--- config.mk ---
export PLATFORM = sky130hd
export DESIGN_NAME = board_io_dma_bank_registers
export DESIGN_NICKNAME = d
export VERILOG_FILES = /design/src/hdl/bdma_pkg.sv /design/src/hdl/bdma_apb.sv /design/src/hdl/bdma_core.sv /design/src/hdl/board_io_dma_bank_registers.sv
export SDC_FILE = /design/constraint.sdc
export NUM_CORES = 1
export LEC_CHECK = 0
export BUFFER_PORTS_ARGS = -buffer_cell sky130_fd_sc_hd__buf_2
export CORE_MARGIN = 1.5
export CORE_UTILIZATION = 40
export CTS_BUF_LIST = sky130_fd_sc_hd__clkbuf_8
export DETAILED_ROUTE_END_ITERATION = 8
export SYNTH_ARGS = -nofsm -noshare
export SYNTH_HDL_FRONTEND = slang
export SYNTH_HIERARCHICAL = 1
export SYNTH_SLANG_ARGS = --single-unit
--- constraint.sdc ---
create_clock -name clk -period 3.1 [get_ports clk]
set_input_delay 0.155 -clock clk [delete_from_list [all_inputs] [get_ports clk]]
set_output_delay 0.155 -clock clk [all_outputs]
set_load 0.01 [all_outputs]
--- src/hdl/bdma_pkg.sv ---
`timescale 1ns / 1ps

package bdma_pkg;

  // Main-CPU address map
  localparam logic [15:0] ADDR_ROM_LO     = 16'ha000;
  localparam logic [15:0] ADDR_ROM_HI     = 16'hdfff;
  localparam logic [15:0] ADDR_DMA_LO     = 16'he000;
  localparam logic [15:0] ADDR_DMA_HI     = 16'he003;
  localparam logic [15:0] ADDR_PLAYER     = 16'hf000;
  localparam logic [15:0] ADDR_SOUND      = 16'hf000;
  localparam logic [15:0] ADDR_CHAR_BANK  = 16'hf080;
  localparam logic [15:0] ADDR_DMA_START  = 16'hf083;
  localparam logic [15:0] ADDR_BANK_LO    = 16'hf084;
  localparam logic [15:0] ADDR_BANK_HI    = 16'hf086;
  localparam logic [15:0] ADDR_SYSTEM     = 16'hf100;
  localparam logic [15:0] ADDR_NMI        = 16'hf101;
  localparam logic [15:0] ADDR_PROT_LO    = 16'hf102;
  localparam logic [15:0] ADDR_PROT_HI    = 16'hf105;
  localparam logic [15:0] ADDR_DIP_A      = 16'hf180;
  localparam logic [15:0] ADDR_DIP_B      = 16'hf200;

  localparam logic [7:0] SYS_MASK  = 8'h9f;
  localparam logic [9:0] SIZE_MASK = 10'h3ff;
  localparam logic [1:0] BANK_APPLY_BIT = 2'd2;
  localparam logic [2:0] BANK_MAX = 3'd2;

  localparam logic MODE_READ  = 1'b0;
  localparam logic MODE_WRITE = 1'b1;

  // Configuration register indexes (paddr[2])
  localparam logic REG_DIP_A = 1'b0;
  localparam logic REG_DIP_B = 1'b1;

  // Protection table, bits 1:0 of each entry
  localparam logic [1:0] PROT_TABLE [16] = '{
    2'd2, 2'd2, 2'd2, 2'd2, 2'd2, 2'd0, 2'd2, 2'd0,
    2'd2, 2'd2, 2'd2, 2'd0, 2'd3, 2'd1, 2'd0, 2'd3
  };

  typedef struct packed {
    logic        mode;
    logic [15:0] bus_address;
    logic [7:0]  write_byte;
    logic [7:0]  player_buttons;
    logic [7:0]  system_buttons;
  } in_t;

  typedef struct packed {
    logic [7:0]  read_byte;
    logic        dma_go;
    logic [15:0] dma_source;
    logic [15:0] dma_dest;
    logic [10:0] dma_count;
    logic [1:0]  rom_bank;
    logic [7:0]  char_bank_out;
    logic        sound_strobe;
    logic [7:0]  sound_byte;
    logic        nmi_on;
  } out_t;

  typedef struct packed {
    logic [7:0] dip_a;
    logic [7:0] dip_b;
  } dip_t;

endpackage

--- src/hdl/bdma_apb.sv ---
`timescale 1ns / 1ps

module bdma_apb (
  input  logic               clk,
  input  logic               rst,
  input  logic               psel,
  input  logic               penable,
  input  logic               pwrite,
  input  logic [2:0]         paddr,
  input  logic [31:0]        pwdata,
  output logic [31:0]        prdata,
  output logic               pready,
  output bdma_pkg::dip_t     dips
);

  logic wr;

  assign wr = psel && penable && pwrite;
  assign pready = 1'b1;

  always_ff @(posedge clk) begin
    if (rst) begin
      dips <= '0;
    end else if (wr) begin
      unique case (paddr[2])
        bdma_pkg::REG_DIP_A: dips.dip_a <= pwdata[7:0];
        bdma_pkg::REG_DIP_B: dips.dip_b <= pwdata[7:0];
        default: ;
      endcase
    end
  end

  always_comb begin
    unique case (paddr[2])
      bdma_pkg::REG_DIP_A: prdata = {24'd0, dips.dip_a};
      bdma_pkg::REG_DIP_B: prdata = {24'd0, dips.dip_b};
      default:             prdata = '0;
    endcase
  end

endmodule

--- src/hdl/bdma_core.sv ---
`timescale 1ns / 1ps

module bdma_core (
  input  logic            clk,
  input  logic            rst,
  input  logic            fire,
  input  bdma_pkg::in_t   item,
  input  bdma_pkg::dip_t  dips,
  output bdma_pkg::out_t  result
);

  logic [7:0] dma_regs [8];
  logic [7:0] dma_regs_next [8];
  logic [3:0] dma_toggle, dma_toggle_next;
  logic [2:0] bank_bits, bank_bits_next;
  logic [1:0] mapped_bank, mapped_bank_next;
  logic [7:0] char_bank_reg, char_bank_reg_next;
  logic [7:0] sound_latch_reg, sound_latch_reg_next;
  logic [7:0] nmi_reg, nmi_reg_next;
  logic [3:0] prot_index, prot_index_next;

  logic [15:0] addr;
  logic [7:0]  data;
  logic [1:0]  port;
  logic [15:0] bank_off;
  logic [15:0] prot_off;
  logic [9:0]  size;

  assign addr     = item.bus_address;
  assign data     = item.write_byte;
  assign port     = addr[1:0];
  assign bank_off = addr - bdma_pkg::ADDR_BANK_LO;
  assign prot_off = addr - bdma_pkg::ADDR_PROT_LO;
  assign size     = {dma_regs[3][1:0], dma_regs[2]} & bdma_pkg::SIZE_MASK;

  always_comb begin
    dma_regs_next        = dma_regs;
    dma_toggle_next      = dma_toggle;
    bank_bits_next       = bank_bits;
    mapped_bank_next     = mapped_bank;
    char_bank_reg_next   = char_bank_reg;
    sound_latch_reg_next = sound_latch_reg;
    nmi_reg_next         = nmi_reg;
    prot_index_next      = prot_index;
    result               = '0;

    if (item.mode == bdma_pkg::MODE_READ) begin
      case (addr)
        bdma_pkg::ADDR_PLAYER: result.read_byte = item.player_buttons;
        bdma_pkg::ADDR_SYSTEM: result.read_byte = (item.system_buttons & bdma_pkg::SYS_MASK) |
                                 {1'b0, bdma_pkg::PROT_TABLE[prot_index], 5'd0};
        bdma_pkg::ADDR_DIP_A:  result.read_byte = dips.dip_a;
        bdma_pkg::ADDR_DIP_B:  result.read_byte = dips.dip_b;
        default: ;
      endcase
    end else if (addr >= bdma_pkg::ADDR_ROM_LO && addr <= bdma_pkg::ADDR_ROM_HI) begin
      // banked ROM window: drop the write
    end else if (addr >= bdma_pkg::ADDR_DMA_LO && addr <= bdma_pkg::ADDR_DMA_HI) begin
      dma_regs_next[{port, dma_toggle[port]}] = data;
      dma_toggle_next[port] = ~dma_toggle[port];
    end else if (addr == bdma_pkg::ADDR_SOUND) begin
      sound_latch_reg_next = data;
      result.sound_strobe  = 1'b1;
    end else if (addr == bdma_pkg::ADDR_CHAR_BANK) begin
      char_bank_reg_next = data;
    end else if (addr == bdma_pkg::ADDR_DMA_START) begin
      if (data == 8'd0) begin
        result.dma_go     = 1'b1;
        result.dma_source = {dma_regs[1], dma_regs[0]};
        result.dma_count  = {1'b0, size} + 11'd1;
        result.dma_dest   = {dma_regs[5], dma_regs[4]};
        dma_toggle_next   = '0;
      end
    end else if (addr >= bdma_pkg::ADDR_BANK_LO && addr <= bdma_pkg::ADDR_BANK_HI) begin
      bank_bits_next[bank_off[1:0]] = data[0];
      // only the last bit applies the bank, out-of-range values map to bank 0
      if (bank_off[1:0] == bdma_pkg::BANK_APPLY_BIT) begin
        if (bank_bits_next > bdma_pkg::BANK_MAX) begin
          bank_bits_next = '0;
        end
        mapped_bank_next = bank_bits_next[1:0];
      end
    end else if (addr == bdma_pkg::ADDR_NMI) begin
      nmi_reg_next = data;
    end else if (addr >= bdma_pkg::ADDR_PROT_LO && addr <= bdma_pkg::ADDR_PROT_HI) begin
      prot_index_next[prot_off[1:0]] = data[0];
    end

    result.rom_bank      = mapped_bank_next;
    result.char_bank_out = char_bank_reg_next;
    result.sound_byte    = sound_latch_reg_next;
    result.nmi_on        = |nmi_reg_next;
  end

  always_ff @(posedge clk) begin
    if (rst) begin
      dma_regs        <= '{default: '0};
      dma_toggle      <= '0;
      bank_bits       <= '0;
      mapped_bank     <= '0;
      char_bank_reg   <= '0;
      sound_latch_reg <= '0;
      nmi_reg         <= '0;
      prot_index      <= '0;
    end else if (fire) begin
      dma_regs        <= dma_regs_next;
      dma_toggle      <= dma_toggle_next;
      bank_bits       <= bank_bits_next;
      mapped_bank     <= mapped_bank_next;
      char_bank_reg   <= char_bank_reg_next;
      sound_latch_reg <= sound_latch_reg_next;
      nmi_reg         <= nmi_reg_next;
      prot_index      <= prot_index_next;
    end
  end

endmodule

--- src/hdl/board_io_dma_bank_registers.sv ---
`timescale 1ns / 1ps

// Channel   Handshake               Payload
// in        in_valid / in_ready     in_data  (bdma_pkg::in_t, one bus access)
// out       out_valid / out_ready   out_data (bdma_pkg::out_t, one result word)
// cfg       psel/penable/pwrite     paddr[2:0], pwdata, prdata (DIP switch banks)
//
// Each access is latched in an input register, decoded and written to the
// result register, one word per cycle while the output is not stalled.
// The result register frees up in the same cycle out_ready takes its word, so
// a stall on the output fills the input register and then drops in_ready.
// rst is synchronous; it clears core and DIP state and both valid flags only.
module board_io_dma_bank_registers (
  input  logic            clk,
  input  logic            rst,
  input  logic            in_valid,
  output logic            in_ready,
  input  bdma_pkg::in_t   in_data,
  output logic            out_valid,
  input  logic            out_ready,
  output bdma_pkg::out_t  out_data,
  input  logic            psel,
  input  logic            penable,
  input  logic            pwrite,
  input  logic [2:0]      paddr,
  input  logic [31:0]     pwdata,
  output logic [31:0]     prdata,
  output logic            pready
);

  bdma_pkg::dip_t dips;
  bdma_pkg::in_t  item;
  bdma_pkg::out_t result;
  logic           item_valid;
  logic           fire;

  assign fire     = item_valid && (!out_valid || out_ready);
  assign in_ready = !item_valid || fire;

  bdma_apb u_apb (
    .clk     (clk),
    .rst     (rst),
    .psel    (psel),
    .penable (penable),
    .pwrite  (pwrite),
    .paddr   (paddr),
    .pwdata  (pwdata),
    .prdata  (prdata),
    .pready  (pready),
    .dips    (dips)
  );

  bdma_core u_core (
    .clk    (clk),
    .rst    (rst),
    .fire   (fire),
    .item   (item),
    .dips   (dips),
    .result (result)
  );

  always_ff @(posedge clk) begin
    if (rst) begin
      item_valid <= 1'b0;
      out_valid  <= 1'b0;
    end else begin
      if (in_valid && in_ready) begin
        item_valid <= 1'b1;
      end else if (fire) begin
        item_valid <= 1'b0;
      end
      if (fire) begin
        out_valid <= 1'b1;
      end else if (out_ready) begin
        out_valid <= 1'b0;
      end
    end
  end

  always_ff @(posedge clk) begin
    if (in_valid && in_ready) begin
      item <= in_data;
    end
    if (fire) begin
      out_data <= result;
    end
  end

endmodule
* Word level (Yosys, flattened, before mapping)
Memories as Yosys holds them, arrays and structs flattened. Index checks and enable logic that the tools add are counted.
Word-level totals: register bits after elaboration 232, bits in read-only memories 32, input bits 83, output and inout bits 107, memories kept 1
Operators by class: add/sub/neg operators 3, $lt $le $gt $ge 18, equality and inequality tests 10, mux-type cells 56, bitwise gates (word level) 14, reductions and logical operators 31
Memory list:
- (no name shown) | words 16, bits a word 2, rd ports 1, clocked after memory_dff 0, wr ports 0, RTL line bdma_core.sv:51 | {1'b0, bdma_pkg::PROT_TABLE[prot_index], 5'd0};
Operator list (number):
- $mux 8 | 18
- $eq 16x16->1 const B | 7
- $bwmux 64 | 1
- $ge 16x16->1 const B | 4
- $le 16x16->1 const B | 4
- $pmux 32 s2 | 1
- $mux 44 | 1
- $pmux 8 s4 | 1
- $demux 8 s3 | 1
- $mux 2 | 10
- $mux 4 | 5
- $logic_and 1x1->1 | 12
- $add 10x1->11 const B | 1
- $not 1->1 | 11
- $reduce_and 10->1 | 1
- $lt 2x3->1 const B | 3
- $mux 1 | 9
- $bwmux 4 | 2
- $logic_not 8->1 | 1
- $or 8x7->8 | 1
- $reduce_and 8->1 | 1
- $reduce_bool 2->1 | 4
- $reduce_or 8->1 | 1
- $reduce_and 7->1 | 1
- 22 further kinds | 31

* Depth between registers and ports, before layout
word-level depth 16, gate-level depth with buffers 7

* Hierarchy
Netlist, hierarchy kept.
Modules (own cells, without submodules):
- bdma_core | times used 1, cells each 503, area an instance 4609.4 um^2, sequential area each 1561.5 um^2
- board_io_dma_bank_registers | times used 1, cells each 123, area an instance 3497.1 um^2, sequential area each 3433.3 um^2
- bdma_apb | times used 1, cells each 99, area an instance 996.0 um^2, sequential area each 320.3 um^2

* Worst setup path after synthesis
Ideal clock, no wire load.
kind register to register, start point reg out_valid, end point reg u_core.sound_latch_reg[0], setup time 0.135 ns, arrival time 2.788 ns, data required time 2.965 ns, setup slack 0.178 ns, cell stages (with the launch flop) 7, clock period less this slack 2.922 ns, cells stage by stage dfxtp_1 > nand2b_1 > and2_2 > nand2_1 > a21oi_1 > nand3_1 > mux2i_1
Between the ends: longest elaborated chain between the ends 3
RTL lines:
- from (decl) | RTL line board_io_dma_bank_registers.sv:19 | output logic out_valid,
- from (signal assigned) | RTL line board_io_dma_bank_registers.sv:65 | out_valid <= 1'b0;
- from (signal assigned) | RTL line board_io_dma_bank_registers.sv:73 | out_valid <= 1'b1;
- from (signal assigned) | RTL line board_io_dma_bank_registers.sv:75 | out_valid <= 1'b0;
- $logic_not 1->1 | RTL line board_io_dma_bank_registers.sv:37 | assign fire = item_valid && (!out_valid || out_ready);
- $logic_or 1x1->1 | RTL line board_io_dma_bank_registers.sv:37
- $logic_and 1x1->1 | RTL line board_io_dma_bank_registers.sv:37
- net fire | RTL line board_io_dma_bank_registers.sv:35 | logic fire;
- to (signal assigned) | RTL line bdma_core.sv:111 | sound_latch_reg <= sound_latch_reg_next;
- to (decl) | RTL line bdma_core.sv:18 | logic [7:0] sound_latch_reg, sound_latch_reg_next;
The timed path passes the listed nets, and every way through them passes these cells. A chain may end at the register's enable or synchronous reset.

* Final worst setup path
start point reg item[28] (netlist name), end point reg u_core/dma_regs[46] in the netlist's numbering
Between the ends: longest elaborated chain between the ends 4
RTL lines:
- $ge 16x16->1 or $le 16x16->1 (tied branches) | RTL line bdma_core.sv:56 | end else if (addr >= bdma_pkg::ADDR_ROM_LO && addr <= bdma_pkg::ADDR_ROM_HI) begin
- $logic_and 1x1->1 | RTL line bdma_core.sv:56
- $not 1->1 (no source line)
- $reduce_and 4->1 (no source line) (*)
- to (signal assigned) | RTL line bdma_core.sv:106 | dma_regs <= dma_regs_next;
- to (decl) | RTL line bdma_core.sv:12 | logic [7:0] dma_regs [8];
Mark *: on every way between the ends. The rest lies on a longest branch, timed or not.

==> tab_implementation.tex <==
\begin{tabular}{lr}
\hline
Metric & Value \\
\hline
\multicolumn{2}{l}{\textbf{Outcome}} \\
\quad Status & completed \\
\multicolumn{2}{l}{\textbf{Hold path}} \\
\quad Type of the worst min-delay path & input pin to flip-flop \\
\quad Start point of the worst min-delay path & pwrite \\
\quad End point of the most critical hold path & u\_apb/dips[0] \\
\quad Cell depth of the worst min-delay path & 3 \\
\multicolumn{2}{l}{\textbf{Setup path}} \\
\quad Path depth of the worst reg2reg path & 4 \\
\quad Critical setup path kind & flip-flop to flip-flop \\
\quad Worst-path cell chain & or4\_1, a2111oi\_4, and3\_1, mux2i\_1 \\
\quad Slowest-stage cell, CP & sky130\_fd\_sc\_hd\_\_or4\_1 \\
\quad CP max FO & 9 \\
\quad Setup crit end kind & flip-flop \\
\quad Arrival time at the worst endpoint & 3.11 ns \\
\quad End of the worst register-to-register path & u\_core/dma\_regs[46] \\
\quad Setup crit start kind & flip-flop \\
\quad Setup slack on the worst flop-to-flop path & 0.43 ns \\
\quad Critical Path RT & 3.54 ns \\
\quad R2R Path Start & item[28] \\
\quad Highest cell delay on the worst timing path & between 0.7 and 0.8 ns \\
\multicolumn{2}{l}{\textbf{Place}} \\
\quad IO Port Bufs & between 100 and 150 \\
\quad Routability-driven placement congestion ratio & about 0.85 \\
\quad Detailed placement HPWL & $\sim$13000 um \\
\multicolumn{2}{l}{\textbf{Timing}} \\
\quad Highest achievable clock rate & roughly 0.37 GHz \\
\quad Worst slew margin & 36.0\% \\
\quad Share of the clock period used by the worst path after layout & 86.1\% \\
\quad Worst Tran Pin Value & 0.960 ns \\
\quad Unrepaired setup endpoints after global routing & false \\
\quad Final setup skew & $\sim$0.019 ns \\
\quad Final-report hold violation count & 0 \\
\quad Minimum period implied by the final worst setup slack & 2.67 ns \\
\quad Setup TNS & 0 ns \\
\quad Count of endpoints failing setup in the final report & 0 \\
\quad Final Max Slew Viols & 0 \\
\quad Tightest hold margin & about 0.047 ns \\
\multicolumn{2}{l}{\textbf{Finish}} \\
\quad Final-layout fill cell count & 1999 \\
\quad Antenna fix cells & 0 \\
\quad Final net count & 1001 \\
\quad Footprint of the multi-input gates & 3490 um2 \\
\quad Leading cell type in the layout, fill and taps excluded & sky130\_fd\_sc\_hd\_\_buf\_2 \\
\quad Total area of sequential cells & about 5300 um2 \\
\quad Registers with the highest flip-flop counts & out\_data (72), u\_core/dma\_regs (42), item (39) \\
\quad Register ranked first by flip-flop count & out\_data \\
\quad Synthesis-to-layout area growth & 21.8\% \\
\quad Commonest non-fill, non-tap cells in the layout & 136 x sky130\_fd\_sc\_hd\_\_buf\_2, 111 x sky130\_fd\_sc\_hd\_\_edfxtp\_1, 108 x sky130\_fd\_sc\_hd\_\_nand2b\_1, 96 x sky130\_fd\_sc\_hd\_\_dfxtp\_1, 86 x sky130\_fd\_sc\_hd\_\_mux2i\_1 \\
\quad Share of layout cells above drive strength 1 & 25.2\% \\
\quad Flip-flop count of the largest register, all copies and words added & 72 \\
\multicolumn{2}{l}{\textbf{Logic synthesis}} \\
\quad Post-synthesis instance area & about 9000 um2 \\
\quad Total number of yosys warnings & 6 \\
\quad Cells after Synth & 723 \\
\quad Avg Synthesized Cell Area & 12.5 um2 \\
\multicolumn{2}{l}{\textbf{Global routing}} \\
\quad Overall overflow remaining after global route & 0 \\
\quad Vias in the first global route & 5786 \\
\quad Wire length of the first global-routing pass & just over 30000 um \\
\quad Global router's overall resource usage & 16.7\% \\
\quad Number of antenna violations at the first check in global routing & 0 \\
\quad Pin count of the biggest net entering global routing & between 70 and 80 \\
\multicolumn{2}{l}{\textbf{Drt}} \\
\quad Remaining antenna violation count & 0 \\
\quad Total iterations of the first detailed-routing run & 5 \\
\quad Via Count & roughly 6000 \\
\quad Via/cell ratio & roughly 5 \\
\quad Number of DRC markers after the initial detailed-route iteration & between 200 and 250 \\
\quad Per-cell routed wire length & 16.3 um \\
\quad Residual DRC count & 0 \\
\quad Wirelength, routed & 19900 um \\
\multicolumn{2}{l}{\textbf{Floorplanning}} \\
\quad Std-Cell Core Area & 22000 um2 \\
\quad Die width & 153 um \\
\quad Die Y & 153 um \\
\quad Starting utilization of the core area & 41.1\% \\
\quad Boundary Pins & 190 \\
\quad Core Rows & 54 \\
\quad Die Footprint & 23500 um2 \\
\multicolumn{2}{l}{\textbf{Clock tree}} \\
\quad \# H-tree levels & 2 \\
\quad Clock buffers created by TritonCTS & 36 \\
\quad Insertion delay of the later-clocked pin in the worst-skew pair & 0.52 ns \\
\quad TritonCTS clock tree & done \\
\quad Clock Path Buffers & 3 \\
\quad Clk sink count & 207 \\
\quad Clock-pin slew on the worst setup and hold paths & 0.06 ns \\
\quad CTS Root Cell & sky130\_fd\_sc\_hd\_\_clkbuf\_8 \\
\multicolumn{2}{l}{\textbf{Flow run}} \\
\quad Max-cap violations & 0 \\
\multicolumn{2}{l}{\textbf{Pwr}} \\
\quad Peak ir drop on the vdd network & 325 uV \\
\quad Leakage & 4.66 nW \\
\quad Power per cell area & around 510 nW/um2 \\
\quad Total Power Consumption & $\sim$5.6 mW \\
\hline
\end{tabular}
cell type report:
class | count | area share, %
Sequential cell | 207 | 47.7
Inverter | 4 | 0.136
Timing Repair Buffer | 197 | 11.5
Clock inverter | 25 | 1.06
Tap cell | 280 | 3.18
Multi-Input combinational cell | 469 | 31.7
Clock buffer | 38 | 4.75
worst max-delay path: cells and delay by family (launching register included):
kind / cells / cell delay, ns
AO/OA/AOI/OAI: 1 / 0.63
flip-flops: 1 / 0.37
multiplexers: 1 / 0.25
AND/OR/NAND/NOR: 2 / 1.35
how the worst max path moves through the flow:
| stage | start | endpoint | depth (start not counted) |
|---|---|---|---|
| after global routing | item[28] | u_core/dma_regs[47] | 4 |
| after CTS | item[28] | u_core/dma_regs[46] | 4 |
| after global placement | item[28] | u_core/dma_regs[40] | 4 |
| after detailed placement | item[28] | u_core/dma_regs[43] | 4 |
| after floorplan | out_valid | u_core/sound_latch_reg[0] | 6 |
| final | item[28] | u_core/dma_regs[46] | 4 |
where the power goes:
part           leakage [nW]  switching, mW  internal, mW
sequential             1.84         0.0450          2.96
combinational          2.44          0.188         0.149
clock                 0.378           1.08          1.14
metrics by stage:
stage               setup slack [ns]  instance area (um2)  utilization, %  cells
global placement               0.470                 9870            44.8   1107
global route                   0.259                11000            50.0   1220
finish                         0.431                11000            50.0   1220
floorplan                      0.178                 9130               -    746
CTS                            0.445                11000            50.0   1220
detailed placement             0.477                 9870            44.8   1107
what timing repair did:
action,4_1_cts,5_1_grt
buffers inserted,0,0
hold buffers,50,0
endpoints found under the hold margin,57,0
resized for setup,0,0
routing by layer:
metal  global-route usage (%)  up-vias  wire [um]  share of wire, %
met5                        0        -          0                 0
met4                     4.72        0        331               1.7
met3                     4.17       27       1160               5.8
met2                     27.0      188       9230                47
met1                     22.3     2818       9130                46
li1                         -     2940          -                 -
No activity file was read; power rests on OpenSTA's default activity.
